<file path="src/rtl/core/assert_macros.svh">
// assertion macros for the nearest centroid assignment rtl
`ifndef ASSERT_MACROS_SVH
`define ASSERT_MACROS_SVH

`ifndef NO_ASSERTIONS

// same-cycle implication
`define NCA_ASSERT_SAME(label, clk, rst, ante, cons) \
   label: assert property (@(posedge clk) disable iff (rst) (ante) |-> (cons)) \
      else $error("nca assertion failed");

// next-cycle implication
`define NCA_ASSERT_NEXT(label, clk, rst, ante, cons) \
   label: assert property (@(posedge clk) disable iff (rst) (ante) |=> (cons)) \
      else $error("nca assertion failed");

`else

`define NCA_ASSERT_SAME(label, clk, rst, ante, cons)
`define NCA_ASSERT_NEXT(label, clk, rst, ante, cons)

`endif

`endif

</file>
<file path="src/rtl/core/nca_pkg.sv">
// package with widths, codes and types of the nearest centroid assignment block
package nca_pkg;

   localparam int MAX_CENTROIDS_DEF = 16;
   localparam int MAX_FEATURES_DEF  = 32;

   localparam int ACTION_W   = 1;
   localparam int CIDX_W     = 4;
   localparam int FIDX_W     = 5;
   localparam int COORD_W    = 16;
   localparam int NIDX_W     = 4;
   localparam int DIST_W     = 37;
   localparam int SQ_W       = 33;
   localparam int K_CFG_W    = 5;
   localparam int D_CFG_W    = 6;
   localparam int CSR_DATA_W = 6;

   localparam logic [DIST_W-1:0] DIST_MAX = {DIST_W{1'b1}};

   typedef enum logic [ACTION_W-1:0] {
      ACT_LOAD  = 1'b0,
      ACT_POINT = 1'b1
   } action_type;

   typedef enum logic [0:0] {
      CSR_CENTROID_COUNT = 1'b0,
      CSR_FEATURE_COUNT  = 1'b1
   } csr_index_type;

   typedef struct packed {
      logic p1_valid;
      logic p2_valid;
      logic p2_first;
      logic restart;
   } pipe_ctl_type;

endpackage

</file>
<file path="src/rtl/core/nca_dist_unit.sv">
// shared subtract, square, saturating accumulate and running minimum unit
module nca_dist_unit #(
   parameter int CW = 4
) (
   input  logic                              clock,
   input  nca_pkg::pipe_ctl_type             ctl,
   input  logic signed [nca_pkg::COORD_W-1:0] pt_val,
   input  logic [nca_pkg::COORD_W-1:0]       cen_val,
   input  logic [nca_pkg::DIST_W-1:0]        part_val,
   input  logic                              part_ok,
   input  logic [CW-1:0]                     p2_idx,
   output logic [nca_pkg::DIST_W-1:0]        sum_sat,
   output logic [nca_pkg::DIST_W-1:0]        best_dist,
   output logic [CW-1:0]                     best_idx
);

   import nca_pkg::*;

   logic signed [COORD_W:0]     diff;
   logic signed [2*COORD_W+1:0] prod;
   logic [SQ_W-1:0]             sq_ff;
   logic [SQ_W-1:0]             sq_in;
   logic [DIST_W-1:0]           base;
   logic [DIST_W:0]             sum_wide;
   logic [DIST_W-1:0]           best_dist_ff;
   logic [DIST_W-1:0]           best_dist_in;
   logic [CW-1:0]               best_idx_ff;
   logic [CW-1:0]               best_idx_in;

   always_comb begin
      diff  = {pt_val[COORD_W-1], pt_val} - {cen_val[COORD_W-1], cen_val};
      prod  = diff * diff;
      sq_in = prod[SQ_W-1:0];
   end

   always_comb begin
      base     = part_ok ? part_val : '0;
      sum_wide = {1'b0, base} + (DIST_W+1)'(sq_ff);
      sum_sat  = (sum_wide > {1'b0, DIST_MAX}) ? DIST_MAX : sum_wide[DIST_W-1:0];
   end

   always_comb begin
      best_dist_in = best_dist_ff;
      best_idx_in  = best_idx_ff;
      if (ctl.p2_valid && (ctl.p2_first || (sum_sat < best_dist_ff))) begin
         best_dist_in = sum_sat;
         best_idx_in  = p2_idx;
      end
   end

   always_ff @(posedge clock) begin
      if (ctl.p1_valid) begin
         sq_ff <= sq_in;
      end
      best_dist_ff <= best_dist_in;
      best_idx_ff  <= best_idx_in;
   end

   assign best_dist = best_dist_ff;
   assign best_idx  = best_idx_ff;

endmodule

</file>
<file path="config.mk">
export PLATFORM = sky130hd
export DESIGN_NAME = nca_dist_unit
export DESIGN_NICKNAME = d
export VERILOG_FILES = /design/src/rtl/core/assert_macros.svh /design/src/rtl/core/nca_pkg.sv /design/src/rtl/core/nca_dist_unit.sv
export SDC_FILE = /design/constraint.sdc
export NUM_CORES = 1
export LEC_CHECK = 0
export BUFFER_PORTS_ARGS = -buffer_cell sky130_fd_sc_hd__buf_2
export CORE_MARGIN = 5
export CORE_UTILIZATION = 62
export CTS_CLUSTER_DIAMETER = 150
export DETAILED_ROUTE_END_ITERATION = 12
export PLACE_DENSITY = 0.83
export SETUP_SLACK_MARGIN = 0.4
export SLEW_MARGIN = 5
export SYNTH_ARGS = -nofsm -noshare
export SYNTH_HDL_FRONTEND = slang
export SYNTH_SLANG_ARGS = --single-unit
export TNS_END_PERCENT = 5
</file>
<file path="constraint.sdc">
create_clock -name clock -period 10.8 [get_ports clock]
set_input_delay 2.16 -clock clock [delete_from_list [all_inputs] [get_ports clock]]
set_output_delay 2.16 -clock clock [all_outputs]
set_load 0.05 [all_outputs]
</file>
### Yosys cells after proc, flatten, opt, wreduce, memory -nomap -nowiden

Index checks and enable logic that the tools add are counted.

* register bits after elaboration: 74
* ROM bits: 0
* bits of input ports: 79
* memories kept: 0
* memory bits (writable): 0
* latch bits: 0
* logic and storage cells: 12

* mux-type cells: 2
* multiply operators: 1
* divide/modulo/power cells: 0
* add/sub/neg operators: 2
* shift operators: 0
* reductions and logical operators: 2
* bitwise logic cells: 0
* equality and inequality tests: 0
* $lt $le $gt $ge: 2

Operator list (number)
* two-way mux 37 bit: 2
* adder 37 x 33 -> 38 bit: 1
* > comparator 38 x 37 -> 1 bit, second input constant: 1
* < comparator 37 bit: 1
* multiplier 17 x 17 -> 33 bit: 1
* subtractor 16 x 16 -> 17 bit: 1
* logical AND 1 bit: 1
* logical OR 1 bit: 1

### Logic depth before layout (Yosys ltp)

* word-level depth: 7
* gate-level depth with buffers: 34
* gate-level depth less buffers: 33

### Worst setup path after synthesis

Ideal clock, no wire load.

* path type: in2reg
* start: input port pt_val[0] (netlist name)
* end: register sq_ff[32] (data pin)
* cell stages on the path: 32
* data required time: 10.540 ns
* library setup time: 0.260 ns
* arrival time: 9.463 ns
* path buffers: 1
* slack: 1.078 ns
* cells stage by stage: inv_1 -> ha_1 -> fa_1 -> nor2b_1 -> o31a_1 -> o2111ai_1 -> a31oi_1 -> nor4_1 -> nor2_1 -> o21ai_2 -> inv_2 -> clkbuf_1 -> nor2_1 -> fa_1 -> inv_1 -> fa_1 -> inv_1 -> fa_1 -> fa_1 -> fa_1 -> inv_1 -> fa_1 -> inv_1 -> ha_1 -> inv_1 -> nor2_1 -> o21ai_0 -> o21a_1 -> nand3b_1 -> a211o_1 -> o31a_1 -> xnor2_1

* word-level cells in the longest chain between the ends: 2

Ends and longest elaborated chain
* from (decl): RTL line nca_dist_unit.sv:7 `input logic signed [nca_pkg::COORD_W-1:0] pt_val,`
* subtractor 16 x 16 -> 17 bit: RTL line nca_dist_unit.sv:31 `diff = {pt_val[COORD_W-1], pt_val} - {cen_val[COORD_W-1], cen_val};`
* multiplier 17 x 17 -> 33 bit: RTL line nca_dist_unit.sv:32 `prod = diff * diff;`
* net prod[32]: RTL line nca_dist_unit.sv:20 `logic signed [2*COORD_W+1:0] prod;`
* to (signal assigned): RTL line nca_dist_unit.sv:53 `sq_ff <= sq_in;`
* to (decl): RTL line nca_dist_unit.sv:21 `logic [SQ_W-1:0] sq_ff;`

The timed path passes the listed nets, and every way through them passes these cells.
A chain may end at the register's enable or synchronous reset.

### Worst setup path after layout

* start: input port pt_val[5] (netlist name)
* end: register sq_ff[32] (data pin)

The elaborated chain is that of the path after synthesis.

==> results.md <==
* Total Neg Setup Slack at 0 ps
* Ys async rst share at 0%
* Crit path buf inv count at 6
* Area Overhead vs Synth at 10.6%
* Top_reg_cell synth: edfxtp_1
* CP max FO at 7
* Sink Count at 73
* Grt met3 use at 3.92%
* Worst Hold Depth at 2
* Core area at 24,900 um2
* Synth Area in Adders at 47.5%
* Total number of yosys warnings at 0
* Initial antenna violation count at 0
* Worst EP required at 10,850 ps
* Vias per std cell at 5.53
* Hold EP: best_dist[0]$_DFFE_PP_
* Status: finished, final reports clean
* Synth Area in Compound Gates at 10.7%
* Multiplexer area fraction after synthesis at 0.193%
* Hold-fix buffer count after cts at 0
* CP max-delay cell: fa_1
* Tot GR Track Use at 26.0%
* CP arrival at 10,020 ps
* Worst r2r dst: best_dist[19]$_DFFE_PP_
* Tmin final at 9970 ps
* Post-synth EDFFs at 73
* Setup crit start: pt_val[5]
* # H-tree levels at 3
* Chip Width at 168 um
* Syn nets at 2,186
* Top Family by Delay on Critical Path: adder cells
* Syn avg cell area at 9.26 um2
* GR Util met1 at 33.9%
* Final setup fails at 0
* Largest net degree at the start of global routing at 40
* Num rows at 58
* Vias at 12,000
* Area of the mapped netlist at 15,500 um2
* Antenna Nets Post-Route at 0
* Gr ovfl total at 0
* Dpl hpwl at 30,900 um
* Layout cell share with drive strength beyond 1 at 12.3%
* Setup CP Type: primary input to flip-flop
* Crit share post-route at 92.3%
* Worst slew pin tran at 792 ps
* Combinational family with the most area after synthesis: adder cells
* CP most frequent cell: fa_1
* First-pass GRT wire length at 60,700 um
* Post-Synth XOR/XNOR Area at 4.77%
* Synth Area in Simple Gates at 11.6%
* Routed wire length at 36,200 um
* RSZ-0062 raised after global routing: no
* Wire length per cell at 16.7 um
* # port buffers at 155
* Vias in the first global route at 12,900
* Mapped Cells at 1,677
* Slew headroom at 47.0%
* DIE AREA at 28,300 um2
* Ports at 157
* Final clock skew at 5.65 ps
* Worst reg2reg setup slack at 4810 ps
* # diodes at 0
* Hold_ws at 769 ps
* Largest stage delay on the critical path at 550 ps
* GP Congestion at 0.946
* Initial drt markers at 869
* Flops & latches, synth at 73
* Clock latency on the worst-skew pair at 340 ps
* Remaining routing DRC violations at 0
* GR Util met2 at 45.2%
* Initial Util at 62.4%
* Most Used Layer, Global Route: met2
* CTS clock-pin slew for the worst setup and hold paths at 50 ps
* R2R Path Start: sq_ff[0]$_DFFE_PP_
* Number of CTS-inserted buffers at 9
* TritonCTS clock tree: built
* Nets at 2,343
* Unique masters post-synth at 74
* Fin. Hold Viols at 0
* Max-cap viol count at 0
* Slew Limit Fails at 0
* Drt first pass iters at 6
* Post-synthesis sequential area ratio at 14.1%
* R2R depth at 22
* CP endpoint kind: flip-flop
* Die Height at 168 um
* Crit start category: primary input
* Max Freq at 100 MHz
* Clk buf depth at 2
* Hold path start: sq_ff[0]$_DFFE_PP_
* Hold Crit Class: flip-flop to flip-flop
* CTS root buf: clkbuf_16
* Final Util at 69.0%
-- stage by stage --
stage / cell area [um2] / setup WS (ps) / instances
after detailed placement: 16700 / 309 / 2149
after CTS: 17100 / 658 / 2165
final: 17200 / 830 / 2169
after floorplan: 15500 / 1080 / 1677
after global routing: 17200 / 396 / 2169
after global placement: 16700 / 475 / 2149
-- repair_timing --
item	4_1_cts	5_1_grt
gates resized for setup	0	7
setup endpoints to repair	0	7
setup buffers	0	4
hold endpoints to repair	0	0
-- cells in the mapped netlist, types with 4 or more instances --
library cell  instances  area (um2)
buf_2                 4        20.0
nand3_1              10        50.1
edfxtp_1             73        2190
fa_1                267        5350
clkinv_1              4        15.0
nor2_1              120         450
o21ai_1               8        40.0
a21o_1               53         398
nor3_1                7        35.0
o21bai_1              8        60.1
clkbuf_1             28         105
xnor2_1              56         490
and3_1                6        37.5
o21ai_0              34         170
inv_2                 5        18.8
a31oi_1               8        50.1
nand2b_1             17         106
inv_1               414        1550
a211o_1               4        35.0
ha_1                163        2040
nand4_1              14        87.6
o21a_1               11        82.6
nor3b_1               4        30.0
a211oi_1              5        37.5
nor2b_1              13        81.3
a21oi_1              67         335
and2_1               36         225
xor2_1               23         201
nand2_1             143         537
-- cell families (layout without fill, tap and decap cells) --
family / count (synthesis) / in the layout
flops: 73 / 73
fa+ha+maj: 430 / 430
mux: 3 / 3
xor+xnor: 82 / 82
simple gates: 390 / 390
buf+inv: 456 / 618
compound gates: 243 / 243
-- sequential cells by signal, indices dropped and copies added, names as in the netlist --
signal     cells
best_idx       4
best_dist     37
sq_ff         32
-- worst max path at each step --
stage                                      to  slack, ps  cells past startpoint
after global routing      sq_ff[31]$_DFFE_PP_        400                     31
after floorplan           sq_ff[32]$_DFFE_PP_       1080                     32
final                     sq_ff[32]$_DFFE_PP_        830                     31
after CTS                 sq_ff[32]$_DFFE_PP_        660                     31
after detailed placement  sq_ff[32]$_DFFE_PP_        310                     32
after global placement    sq_ff[31]$_DFFE_PP_        470                     31
-- area by class of cell --
| type | instances | area, um2 |
|---|---|---|
| Multi-Input combinational cell | 1148 | 11700 |
| Fill cell | 1916 | 7710 |
| Sequential cell | 73 | 2190 |
| Inverter | 423 | 1590 |
| Timing Repair Buffer | 179 | 968 |
| Tap cell | 330 | 413 |
| Clock buffer | 10 | 229 |
| Clock inverter | 6 | 106 |
-- layer usage --
metal	routed length, um	part of all wire, %
met2	17900	49
met1	14600	40
met4	1180	3.3
met5	0	0
met3	2580	7.1
-- placed cells by master, fill, tap and decap left out, types with 4 or more instances in the layout --
| cell | n |
|---|---|
| nand4_1 | 14 |
| buf_4 | 23 |
| nor3b_1 | 4 |
| o21a_1 | 11 |
| o21bai_1 | 8 |
| xor2_1 | 23 |
| xnor2_1 | 55 |
| o21ai_1 | 8 |
| buf_2 | 155 |
| and2_1 | 36 |
| clkinv_1 | 6 |
| a21o_1 | 53 |
| a211o_1 | 4 |
| nand2b_1 | 17 |
| a21oi_1 | 66 |
| nor3_1 | 7 |
| a31oi_1 | 8 |
| inv_1 | 414 |
| nand2_1 | 143 |
| a211oi_1 | 5 |
| fa_1 | 266 |
| clkbuf_16 | 9 |
| o21ai_0 | 34 |
| nor2_1 | 120 |
| ha_1 | 163 |
| and3_1 | 6 |
| nor2b_1 | 13 |
| inv_2 | 5 |
| nand3_1 | 10 |
| edfxtp_1 | 73 |
-- tightest hold or removal path, stage by stage, from the launching register on --
cell and delay [ps]:
edfxtp_1 370, ha_1 160, nand2b_1 120
Power is not shown: default switching activity piles up to over one toggle a cycle in this logic, so the estimate is an artifact.
