`src/rtl/core/assert_macros.svh`:
```
// assertion macros for the nearest centroid assignment rtl
`ifndef ASSERT_MACROS_SVH
`define ASSERT_MACROS_SVH

`ifndef NO_ASSERTIONS

// same-cycle implication
`define NCA_ASSERT_SAME(label, clk, rst, ante, cons) \
   label: assert property (@(posedge clk) disable iff (rst) (ante) |-> (cons)) \
      else $error("nca assertion failed");

// next-cycle implication
`define NCA_ASSERT_NEXT(label, clk, rst, ante, cons) \
   label: assert property (@(posedge clk) disable iff (rst) (ante) |=> (cons)) \
      else $error("nca assertion failed");

`else

`define NCA_ASSERT_SAME(label, clk, rst, ante, cons)
`define NCA_ASSERT_NEXT(label, clk, rst, ante, cons)

`endif

`endif

```
`src/rtl/core/nca_pkg.sv`:
```
// package with widths, codes and types of the nearest centroid assignment block
package nca_pkg;

   localparam int MAX_CENTROIDS_DEF = 16;
   localparam int MAX_FEATURES_DEF  = 32;

   localparam int ACTION_W   = 1;
   localparam int CIDX_W     = 4;
   localparam int FIDX_W     = 5;
   localparam int COORD_W    = 16;
   localparam int NIDX_W     = 4;
   localparam int DIST_W     = 37;
   localparam int SQ_W       = 33;
   localparam int K_CFG_W    = 5;
   localparam int D_CFG_W    = 6;
   localparam int CSR_DATA_W = 6;

   localparam logic [DIST_W-1:0] DIST_MAX = {DIST_W{1'b1}};

   typedef enum logic [ACTION_W-1:0] {
      ACT_LOAD  = 1'b0,
      ACT_POINT = 1'b1
   } action_type;

   typedef enum logic [0:0] {
      CSR_CENTROID_COUNT = 1'b0,
      CSR_FEATURE_COUNT  = 1'b1
   } csr_index_type;

   typedef struct packed {
      logic p1_valid;
      logic p2_valid;
      logic p2_first;
      logic restart;
   } pipe_ctl_type;

endpackage

```
`src/rtl/core/nca_seq.sv`:
```
// sequencer that walks the active centroids through the distance unit
module nca_seq #(
   parameter int MAX_FEATURES  = 32,
   parameter int CW            = 4,
   parameter int AW            = 9
) (
   input  logic                              clock,
   input  logic                              reset,
   input  logic [nca_pkg::K_CFG_W-1:0]       eff_k,
   input  logic [nca_pkg::D_CFG_W-1:0]       eff_d,
   input  logic                              req_valid,
   input  logic [nca_pkg::ACTION_W-1:0]      req_action,
   input  logic [nca_pkg::FIDX_W-1:0]        req_feature_index,
   input  logic signed [nca_pkg::COORD_W-1:0] req_coord_value,
   input  logic                              rsp_free,
   output logic                              req_ready,
   output nca_pkg::pipe_ctl_type             ctl,
   output logic signed [nca_pkg::COORD_W-1:0] pt_val,
   output logic                              cen_rd_en,
   output logic [AW-1:0]                     cen_rd_addr,
   output logic [CW-1:0]                     p1_idx,
   output logic [CW-1:0]                     p2_idx,
   output logic                              resp_load
);

   import nca_pkg::*;

   typedef enum logic [3:0] {
      S_IDLE  = 4'b0001,
      S_RUN   = 4'b0010,
      S_DRAIN = 4'b0100,
      S_RESP  = 4'b1000
   } state_type;

   state_type            state_ff, state_in;
   logic [CW-1:0]        cnt_ff, cnt_in;
   logic [AW-1:0]        addr_ff, addr_in;
   logic signed [COORD_W-1:0] pt_val_ff, pt_val_in;
   logic                 restart_ff, restart_in;
   logic                 emit_ff, emit_in;
   logic                 p1_valid_ff, p1_valid_in;
   logic                 p1_last_ff, p1_last_in;
   logic [CW-1:0]        p1_idx_ff, p1_idx_in;
   logic                 p2_valid_ff;
   logic                 p2_last_ff;
   logic [CW-1:0]        p2_idx_ff;
   logic                 start;
   logic                 cnt_last;

   assign req_ready = (state_ff == S_IDLE);
   assign start     = req_valid && req_ready && (req_action == ACT_POINT)
                      && (D_CFG_W'(req_feature_index) < eff_d);
   assign cnt_last  = (int'(cnt_ff) == int'(eff_k) - 1);

   always_comb begin
      state_in    = state_ff;
      cnt_in      = cnt_ff;
      addr_in     = addr_ff;
      pt_val_in   = pt_val_ff;
      restart_in  = restart_ff;
      emit_in     = emit_ff;
      p1_valid_in = 1'b0;
      p1_last_in  = 1'b0;
      p1_idx_in   = cnt_ff;
      cen_rd_en   = 1'b0;
      resp_load   = 1'b0;
      unique case (state_ff)
         S_IDLE: begin
            if (start) begin
               state_in   = S_RUN;
               cnt_in     = '0;
               addr_in    = AW'(req_feature_index);
               pt_val_in  = req_coord_value;
               restart_in = (req_feature_index == '0);
               emit_in    = (D_CFG_W'(req_feature_index) == eff_d - 1'b1);
            end
         end
         S_RUN: begin
            cen_rd_en   = 1'b1;
            p1_valid_in = 1'b1;
            p1_last_in  = cnt_last;
            if (cnt_last) begin
               state_in = S_DRAIN;
            end else begin
               cnt_in  = CW'(cnt_ff + 1'b1);
               addr_in = AW'(addr_ff + AW'(MAX_FEATURES));
            end
         end
         S_DRAIN: begin
            if (p2_valid_ff && p2_last_ff) begin
               state_in = emit_ff ? S_RESP : S_IDLE;
            end
         end
         S_RESP: begin
            if (rsp_free) begin
               resp_load = 1'b1;
               state_in  = S_IDLE;
            end
         end
         default: state_in = S_IDLE;
      endcase
   end

   always_ff @(posedge clock) begin
      if (reset) begin
         state_ff    <= S_IDLE;
         p1_valid_ff <= 1'b0;
         p2_valid_ff <= 1'b0;
      end else begin
         state_ff    <= state_in;
         p1_valid_ff <= p1_valid_in;
         p2_valid_ff <= p1_valid_ff;
      end
      cnt_ff     <= cnt_in;
      addr_ff    <= addr_in;
      pt_val_ff  <= pt_val_in;
      restart_ff <= restart_in;
      emit_ff    <= emit_in;
      p1_last_ff <= p1_last_in;
      p1_idx_ff  <= p1_idx_in;
      p2_last_ff <= p1_last_ff;
      p2_idx_ff  <= p1_idx_ff;
   end

   assign ctl.p1_valid = p1_valid_ff;
   assign ctl.p2_valid = p2_valid_ff;
   assign ctl.p2_first = (p2_idx_ff == '0);
   assign ctl.restart  = restart_ff;
   assign pt_val       = pt_val_ff;
   assign cen_rd_addr  = addr_ff;
   assign p1_idx       = p1_idx_ff;
   assign p2_idx       = p2_idx_ff;

endmodule

```
`config.mk`:
```
export PLATFORM = sky130hd
export DESIGN_NAME = nca_seq
export DESIGN_NICKNAME = d
export VERILOG_FILES = /design/src/rtl/core/assert_macros.svh /design/src/rtl/core/nca_pkg.sv /design/src/rtl/core/nca_seq.sv
export SDC_FILE = /design/constraint.sdc
export NUM_CORES = 1
export LEC_CHECK = 0
export ABC_CLOCK_PERIOD_IN_PS = 4800
export BUFFER_PORTS_ARGS = -buffer_cell sky130_fd_sc_hd__buf_2
export CAP_MARGIN = 20
export CORE_ASPECT_RATIO = 0.6
export CORE_MARGIN = 5
export CORE_UTILIZATION = 47
export DETAILED_ROUTE_END_ITERATION = 12
export MAX_ROUTING_LAYER = met4
export PLACE_DENSITY = 0.78
export SLEW_MARGIN = 20
export SYNTH_ARGS = -nofsm -noshare
export SYNTH_HDL_FRONTEND = slang
export SYNTH_SLANG_ARGS = --single-unit
```
`constraint.sdc`:
```
create_clock -name clock -period 4.8 [get_ports clock]
set_clock_uncertainty 0.1 [all_clocks]
set_input_delay 0 -clock clock [delete_from_list [all_inputs] [get_ports clock]]
set_output_delay 0 -clock clock [all_outputs]
set_load 0.02 [all_outputs]
```
# Word-level counts from Yosys, hierarchy flattened
# Cells that the tools add are included.
[word_totals]
in_bits = 37
register_bits = 47
out_inout_bits = 40
[classes]
n_lt_le_gt_ge = 1
n_reduce_logical = 10
muxes = 15
add_sub_neg = 4
eq_ne = 11
[ops]
columns = ["cell", "n"]
rows = [
  ["4-bit 2-to-1 mux", 7],
  ["9-bit 2-to-1 mux", 2],
  ["9-bit case mux with 2 select lines", 1],
  ["4-bit case mux with 4 select lines", 1],
  ["5-bit by 6-bit equality test with 1-bit output", 2],
  ["9-bit by 6-bit adder with 9-bit output (second input constant)", 1],
  ["2-bit inequality test (second input constant)", 4],
  ["4-bit case mux with 2 select lines", 1],
  ["5-bit by 6-bit less-than comparator with 1-bit output", 1],
  ["5-bit by 1-bit subtractor with 6-bit output (second input constant)", 1],
  ["6-bit by 1-bit subtractor with 6-bit output (second input constant)", 1],
  ["5-bit zero test", 1],
  ["4-bit by 1-bit adder with 4-bit output (second input constant)", 1],
  ["4-bit by 1-bit equality test with 1-bit output (second input constant)", 1],
  ["4-bit by 2-bit equality test with 1-bit output (second input constant)", 1],
  ["4-bit by 3-bit equality test with 1-bit output (second input constant)", 1],
  ["4-bit equality test (second input constant)", 1],
  ["1-bit logical AND", 4],
  ["4-bit zero test", 1],
  ["4-bit AND reduction", 1],
  ["1-bit 2-to-1 mux", 3],
  ["3-bit AND reduction", 1],
  ["2-bit by 1-bit inequality test with 1-bit output (second input constant)", 1],
  ["2-bit AND reduction", 1],
  ["2-bit nonzero test", 1],
]

# Logic depth before layout (Yosys ltp)
# Gate-level depths: netlist of the first run.
[depth]
ltp_word = 6
mapped_depth = 7

# Least setup slack after synthesis of the first run
# OpenSTA, ideal clock, no wires.
[synth_path]
kind = "register to register"
startpoint = "reg state_ff[2]"
endpoint = "reg emit_ff, enable pin"
period_less_slack_ns = 3.037
arrival_ns = 2.498
n_path_buf = 1
stages_incl_launch_ff = 5
required_ns = 4.261
path_slack_ns = 1.763
path_cell_list = "dfxtp_1 > buf_6 > nor2_1 > nand3_1 > nor4_1"
[synth_between]
elab_chain_cells = 5
[synth_rtl]
columns = ["element", "line", "text"]
rows = [
  ["start, declared", "nca_seq.sv:35", "state_type state_ff, state_in;"],
  ["start signal, assigned", "nca_seq.sv:110", "state_ff <= state_in;"],
  ["4-bit by 1-bit equality test with 1-bit output *", "nca_seq.sv:50, nca_seq.sv:67", ""],
  ["1-bit logical AND (2 in series)", "nca_seq.sv:51", "assign start = req_valid && req_ready && (req_action == ACT_POINT)"],
  ["1-bit logical AND", "nca_seq.sv:52", "&& (D_CFG_W'(req_feature_index) < eff_d);"],
  ["2-bit AND reduction (no source line) *", "--", ""],
  ["end signal, assigned", "nca_seq.sv:118", "emit_ff <= emit_in;"],
  ["end, declared", "nca_seq.sv:40", "logic emit_ff, emit_in;"],
]
# Every way passes the cells marked *; elsewhere a longest branch is shown, timed or not.
# A chain may end at the register's enable or synchronous reset.

# Worst setup path in the final report of the first run
[layout_path]
startpoint = "in req_feature_index[3] (netlist name)"
endpoint = "reg cnt_ff[2], enable pin"
[layout_between]
elab_chain_cells = 4
[layout_rtl]
columns = ["element", "line", "text"]
rows = [
  ["start, declared", "nca_seq.sv:13", "input logic [nca_pkg::FIDX_W-1:0] req_feature_index,"],
  ["5-bit by 6-bit less-than comparator with 1-bit output", "nca_seq.sv:52", ""],
  ["1-bit logical AND", "nca_seq.sv:52", ""],
  ["2-bit by 1-bit inequality test with 1-bit output (no source line)", "--", ""],
  ["3-bit AND reduction (no source line)", "--", ""],
  ["end signal, assigned", "nca_seq.sv:114", "cnt_ff <= cnt_in;"],
  ["end, declared", "nca_seq.sv:36", "logic [CW-1:0] cnt_ff, cnt_in;"],
]
# Every way passes these cells.

==> flow_metrics.tcl, run 1 <==
set metrics [dict create \
    outcome "finished, final reports clean" \
    crit_path_max_incr_delay_ns 0.82 \
    synth_fp_nets 208 \
    fin_crit_ns 2.62 \
    ff2ff_setup_slack_ns 2.31 \
    p_seq_share_pct 50.3 \
    ctsResizeCount 0 \
    syn_to_final_growth_pct 37.0 \
    grt_max_degree 19 \
    post-place-cells 294 \
    r2r_cells 4 \
    finalCritPeriodShare_pct 54.6 \
    hold_path_class "in2reg" \
    hold_violations 0 \
    drt_iter0_markers 84 \
    slew_headroom_pct 31.4 \
    p_clk_share_pct 19.1 \
    timing.rr.end "cnt_ff[2]" \
    synth_flop_cell "edfxtp_1" \
    ant_nets 0 \
    crit_chain "dlygate4sd3_1 -> buf_2 -> ha_1 -> a211oi_1 -> nor3_1 -> nor3_1 -> nor2_1 -> nor3_1" \
    clock_latency_ns 0.29 \
    detailroute.via_count 1634 \
    slew_viol_final 0 \
    synth_area_leaders "edfxtp_1 46%, dfxtp_1 16%, ha_1 5.5%" \
    die_area_um2 5780 \
    avgSynthCellArea_um2 12.5 \
    clock_sinks 47 \
    grt_pass1_wl_mm 7.89 \
    holdPathEnd "emit_ff" \
    dpl.hpwl_mm 3.48 \
    grt_pass1_vias 1615 \
    hold_start "eff_d[5]" \
    arrival_ns 2.43 \
    critPathKind "in2reg" \
    row_count 18 \
    clockBufferDepth 2 \
    ir_worst_vdd_uv 253 \
    io-pin-count 77 \
    start_util_pct 49.0 \
    antennaDiodeCount 0 \
    internal_power_uw 774 \
    grtUsageTotal_pct 19.1 \
    p_sw_uw 403 \
    fin_util_pct 67.1 \
    ys_seq_area_share_pct 61.6 \
    ff_latch_area_um2 1250 \
    portBuffers 76 \
    endpoint_kind "flop" \
    combPwrFrac_pct 30.6 \
    numCtsBuffers 5 \
    cts.reportedPaths.clkPinSlew_ns 0.08 \
    antenna_found_initial 0 \
    hold_path_depth 4 \
    setup_tns_ns 0 \
    async_flop_share_pct 0 \
    reg2reg_from "state_ff[2]" \
    rsz0062_at_grt "no" \
    critPathMostFrequentCell "nor3_1" \
    stdcell_count 326 \
    via_per_inst 5.01 \
    cts_tree "done" \
    die_y_um 60.9 \
    fillCellCount 344 \
    cp_max_fo 8 \
    synthCells 162 \
    synth_top_area_share_pct 45.8 \
    critPathSlowestCell "nor3_1" \
    max_cap_violations 0 \
    core_area_um2 4140 \
    die_x_um 94.9 \
    syn-cell-area_um2 2030 \
    max_freq_mhz 382 \
    avgRoutedWirePerCell_um 15.2 \
    final_nets 311 \
    cp.required_ns 4.61 \
    synth_edf_count 31 \
    crit_buf_inv 2 \
    cp-start-kind "input pin" \
    first_pass_iters 4 \
    synth_cell_types 39 \
    ys.warnings.count 0 \
    routed_wl_mm 4.95 \
    grt-ovfl-total 0 \
    ys_ff_latch 47 \
    gp_congestion 0.826 \
    synth_top_area_cell "edfxtp_1" \
    p_per_area_nw_per_um2 423 \
    switching_share_pct 34.2 \
    p_leak_uw 0.00118 \
    dp_slack_ns 2.31 \
    drive_gt1_share_pct 33.8 \
    crit_family "simple AND/OR/NAND/NOR gates" \
    fin_ws_ns 2.18 \
    setup_viol 0 \
    worst_pin_slew_ns 1.02 \
    multi_input_area_um2 701 \
    drc 0 \
    root_buffer "clkbuf_8" \
    h-tree-depth 2 \
]
how the worst max path moves through the flow:
stage | startpoint | to | cells past startpoint
final | req_feature_index[3] | cnt_ff[2] | 8
after global routing | req_feature_index[3] | cnt_ff[3] | 8
after CTS | req_feature_index[3] | cnt_ff[2] | 8
after detailed placement | state_ff[1] | cen_rd_addr[7] | 4
after global placement | state_ff[2] | cen_rd_addr[8] | 4
after floorplan | state_ff[2] | emit_ff | 4
metal layers:
metal  vias up  GRT usage, %  routed length (um)
met3         6          6.69                 479
met5         -             -                   0
met2        77          28.3                2060
met1       760          25.4                2360
li1        791             -                   -
met4         0          4.52                  55
synth_stat cells (2+ instances only):
cell / instances
o21ai_0: 2
buf_4: 3
nand3_1: 3
nand2_1: 6
nor2_1: 17
ha_1: 9
nor4_1: 6
dfxtp_1: 16
xnor2_1: 10
xor2_1: 5
nor3_1: 7
inv_1: 11
edfxtp_1: 31
a21oi_1: 3
and2_1: 7
a211oi_1: 3
kinds of logic after synthesis:
kind of cell,Yosys count,share of synthesized area (%)
adder cells (fa/ha/maj),9,5.55
AO/OA/AOI/OAI,17,6.16
flip-flops,47,61.6
XOR/XNOR,15,6.47
buffers and inverters,17,4.19
multiplexers,1,0.493
AND/OR/NAND/NOR,56,15.5
tightest hold or removal path, delay by kind of cell:
| kind | cells | cell delay, ns |
|---|---|---|
| AO/OA/AOI/OAI | 2 | 0.14 |
| buffers and inverters | 1 | 0.11 |
| XOR/XNOR | 1 | 0.07 |
power by group through the flow:
stage | combinational, uW | clock (uW) | sequential [uW]
2_1_floorplan | 154 | 0 | 664
3_3_place_gp | 344 | 0 | 594
3_5_place_dp | 345 | 0 | 601
4_1_cts | 362 | 227 | 592
5_1_grt | 390 | 250 | 604
6_report | 360 | 225 | 591
timing repair:
item | in CTS | in global routing
hold endpoints to repair | 29 | 0
hold buffers | 24 | 0
setup buffers | 0 | 0
final cells by class:
type                    instances  area share, %
inverters                      12           1.66
multi-input cells              98           25.2
clock buffers                   7           2.74
repair buffers                101           22.6
flip-flops and latches         47           45.0
clock inverters                 1          0.180
well taps                      60           2.70
flip-flops by register name, indices dropped and copies added (netlist names):
| name | flops |
|---|---|
| cen_rd_addr | 9 |
| cnt_ff | 4 |
| emit_ff | 1 |
| p1_idx | 4 |
| p1_last_ff | 1 |
| p1_valid_ff | 1 |
| p2_idx | 4 |
| p2_last_ff | 1 |
| p2_valid_ff | 1 |
| pt_val | 16 |
| restart_ff | 1 |
| state_ff | 4 |
placed cells by master (no fill, tap or decap), drive strengths merged:
cell,instances
a21oi,3
or4b,1
or3,2
o311a,1
nand2,6
a211oi,3
xor2,5
o2111ai,1
a41oi,1
o211ai,1
and2,7
nand3b,1
nand2b,1
nor2,17
nor3b,1
mux2i,1
o21ai,2
a31oi,1
edfxtp,31
nand4b,1
nand4bb,1
o21bai,1
a31o,1
nor3,7
xnor2,10
or4,1
clkbuf,7
a211o,1
a41o,1
clkinv,2
dfxtp,16
inv,11
ha,9
nor2b,1
buf,77
nor4,6
nand3,3
dlygate4sd3,24
through the flow:
step	hold slack [ns]	total power (uW)	instance area, um2
after floorplan	-0.0284	817	2030
final	0.0925	1180	2780
after global placement	0.0761	938	2460
after CTS	0.0799	1180	2780
after detailed placement	0.0781	946	2460
after global routing	0.0941	1240	2780
Note: power is estimated with default switching activity, not from simulation.
==> run 2: changes to the inputs <==
--- a/config.mk
+++ b/config.mk
@@ -5,15 +5,16 @@
 export SDC_FILE = /design/constraint.sdc
 export NUM_CORES = 1
 export LEC_CHECK = 0
-export ABC_CLOCK_PERIOD_IN_PS = 4800
+export ABC_AREA = 1
+export ABC_CLOCK_PERIOD_IN_PS = 2140
 export BUFFER_PORTS_ARGS = -buffer_cell sky130_fd_sc_hd__buf_2
 export CAP_MARGIN = 20
 export CORE_ASPECT_RATIO = 0.6
 export CORE_MARGIN = 5
-export CORE_UTILIZATION = 47
+export CORE_UTILIZATION = 44
 export DETAILED_ROUTE_END_ITERATION = 12
 export MAX_ROUTING_LAYER = met4
-export PLACE_DENSITY = 0.78
+export PLACE_DENSITY = 0.76
 export SLEW_MARGIN = 20
 export SYNTH_ARGS = -nofsm -noshare
 export SYNTH_HDL_FRONTEND = slang
==> constraint.sdc (replaced) <==
create_clock -name clock -period 2.14 [get_ports clock]
set_clock_uncertainty 0.1 [all_clocks]
set_input_delay 0 -clock clock [delete_from_list [all_inputs] [get_ports clock]]
set_output_delay 0 -clock clock [all_outputs]
set_load 0.02 [all_outputs]
==> run 2 against run 1 <==
Effect of this change:
- final area is 3.6% higher
- sequential share of layout area shrank 1.5 points
- register-to-register slack worse by 1.9 ns
- via count up 4.6%
- sequential cell count unchanged
- clock power increased to 2.8 times the previous value
- non-clock buffer count unchanged
- clock-buffer cell count did not move
==> flow_metrics.tcl, run 2 <==
set metrics [dict create \
    crit_family "buffers and inverters" \
    arrival_ns 1.76 \
    p_clk_share_pct 27.2 \
    grt_pass1_wl_mm 7.20 \
    syn-cell-area_um2 2080 \
    dpl.hpwl_mm 3.24 \
    ir_worst_vdd_uv 373 \
    avgSynthCellArea_um2 10.2 \
    drive_gt1_share_pct 31.3 \
    root_buffer "clkbuf_8" \
    switching_share_pct 29.7 \
    cts_tree "done" \
    grt-ovfl-total 0 \
    hold_path_depth 4 \
    p_per_area_nw_per_um2 801 \
    largest_reg_flops 16 \
    layout_common_cells "76 x buf_2, 40 x inv_1, 31 x edfxtp_1" \
    yosysMostFrequentCell "inv_1" \
    synthCells 204 \
    critPathKind "in2reg" \
    io-pin-count 77 \
    cp_max_fo 8 \
    met3_wirelength_um 347 \
    synth_edf_count 31 \
    outcome "finished, final reports clean" \
    cts_setup_buffers 0 \
    final_common_cell "buf_2" \
    avgRoutedWirePerCell_um 11.7 \
    routed_wl_mm 4.36 \
    internal_power_uw 1620 \
    ctsResizeCount 0 \
    ys_ff_latch 47 \
    die_x_um 98.8 \
    critPathMostFrequentCell "nand2_1" \
    via_per_inst 4.58 \
    first_pass_iters 4 \
    ant_nets 0 \
    highest_layer "met4" \
    syn_to_final_growth_pct 38.3 \
    synth_cell_types 28 \
    die_area_um2 6260 \
    ys_seq_area_share_pct 60.1 \
    row_count 19 \
    finalCritPeriodShare_pct 88.6 \
    p_sw_uw 685 \
    drc 0 \
    core_area_um2 4560 \
    clockBufferDepth 2 \
    synth_area_leaders "edfxtp_1 45%, dfxtp_1 15%, inv_1 7.2%" \
    placed_area_um2 2530 \
    critPathSlowestCell "dlygate4sd3_1" \
    grtUsageTotal_pct 14.8 \
    slew_headroom_pct 76.6 \
    synth_fp_nets 250 \
    reg2reg_from "state_ff[3]" \
    setup_tns_ns 0 \
    fin_crit_ns 1.90 \
    wirelength_met1_mm 1.99 \
    timing.rr.end "cnt_ff[3]" \
    endpoint_kind "flop" \
    grt_pass1_vias 1600 \
    r2r_cells 5 \
    combPwrFrac_pct 23.9 \
    rsz0062_at_grt "no" \
    worst_pin_slew_ns 0.351 \
    antennaDiodeCount 0 \
    path_depth 8 \
    clock_sinks 47 \
    crit_chain "dlygate4sd3_1 -> buf_2 -> ha_1 -> nand2_1 -> nand2_1 -> a22oi_1 -> nand3_2 -> nand2_1" \
    cts.reportedPaths.clkPinSlew_ns 0.08 \
    total_power_uw 2310 \
    ys.warnings.count 0 \
    wl_met2_mm 1.96 \
    gp_congestion 0.852 \
    slew_viol_final 0 \
    detailroute.via_count 1709 \
    synth_top_area_share_pct 44.7 \
    final_nets 355 \
    p_leak_uw 0.00138 \
    hold_start "eff_d[3]" \
    stdcell_area_um2 2880 \
    max_cap_violations 0 \
    start_util_pct 45.6 \
    grt_max_degree 19 \
    crit_start "req_feature_index[3]" \
    setup_viol 0 \
    h-tree-depth 2 \
    hold_path_class "in2reg" \
    cp.required_ns 2.01 \
    synthTopCellsByCount "40 x inv_1, 31 x edfxtp_1, 26 x nand2_1, 25 x nor2_1, 16 x dfxtp_1" \
    async_flop_share_pct 0 \
    cp-start-kind "input pin" \
    crit_buf_inv 2 \
    portBuffers 76 \
    hold_violations 0 \
    synth_top_area_cell "edfxtp_1" \
    clock_latency_ns 0.29 \
    holdPathEnd "emit_ff" \
    synth_flop_cell "edfxtp_1" \
    p_seq_share_pct 49.0 \
    fillCellCount 389 \
    crit_path_max_incr_delay_ns 0.53 \
    max_freq_mhz 527 \
    antenna_found_initial 0 \
    drt_iter0_markers 107 \
    ff2ff_setup_slack_ns 0.43 \
    numCtsBuffers 5 \
    die_y_um 63.3 \
]
## run 2: per-layer routing
layer | up-vias | global-route usage (%)
li1 | 872 | -
met1 | 764 | 19.1
met2 | 67 | 22.3
met3 | 6 | 4.08
met4 | 0 | 5.62
met5 | - | -
## run 2: through the flow
stage	worst slack (ns)	hold slack, ns	util, %	std cells
global placement	0.468	0.0763	55.5	342
detailed placement	0.410	0.0781	55.5	342
finish	0.244	0.0368	63.1	373
floorplan	0.434	-0.0309	-	204
CTS	0.263	0.0242	63.1	373
global route	0.138	0.0678	63.1	373
## run 2: worst max path at each step
| stage | endpoint | slack, ns |
|---|---|---|
| after floorplan | cen_rd_addr[5] | 0.43 |
| after global placement | pt_val[5] | 0.47 |
| after detailed placement | cen_rd_addr[5] | 0.41 |
| after CTS | cnt_ff[3] | 0.26 |
| after global routing | cnt_ff[3] | 0.14 |
| final | cnt_ff[3] | 0.24 |
## run 2: kinds of logic (layout without fill, tap and decap cells)
| kind of cell | Yosys count | in the layout | share of synthesized area [%] |
|---|---|---|---|
| compound gates | 9 | 9 | 2.52 |
| fa+ha+maj | 9 | 9 | 5.41 |
| buf+inv | 46 | 152 | 8.95 |
| xor+xnor | 9 | 9 | 3.78 |
| simple gates | 84 | 84 | 19.3 |
| flops | 47 | 47 | 60.1 |
## run 2: what timing repair did
action	in CTS	in global routing
endpoints found under the setup margin	0	0
hold buffers	23	0
hold endpoints to repair	28	0
## run 2: layout make-up
class / instances / area [um2] / area share, %
clock buffers: 7 / 108 / 3.73
flip-flops and latches: 47 / 1250 / 43.4
inverters: 43 / 164 / 5.69
clock inverters: 1 / 8.76 / 0.304
repair buffers: 101 / 626 / 21.7
multi-input cells: 111 / 646 / 22.4
well taps: 63 / 78.8 / 2.74
## run 2: power groups by stage
stage | clock network, uW | logic [uW] | registers, uW
final | 627 | 551 | 1130
after global routing | 681 | 610 | 1150
after CTS | 644 | 553 | 1130
after detailed placement | 0 | 520 | 1150
after global placement | 0 | 513 | 1150
after floorplan | 0 | 271 | 1230
## run 2: worst min-delay path, stage by stage
cell,delay [ns]
buf_2,0.10
o31ai_1,0.07
inv_1,0.05
nor4_1,0.05
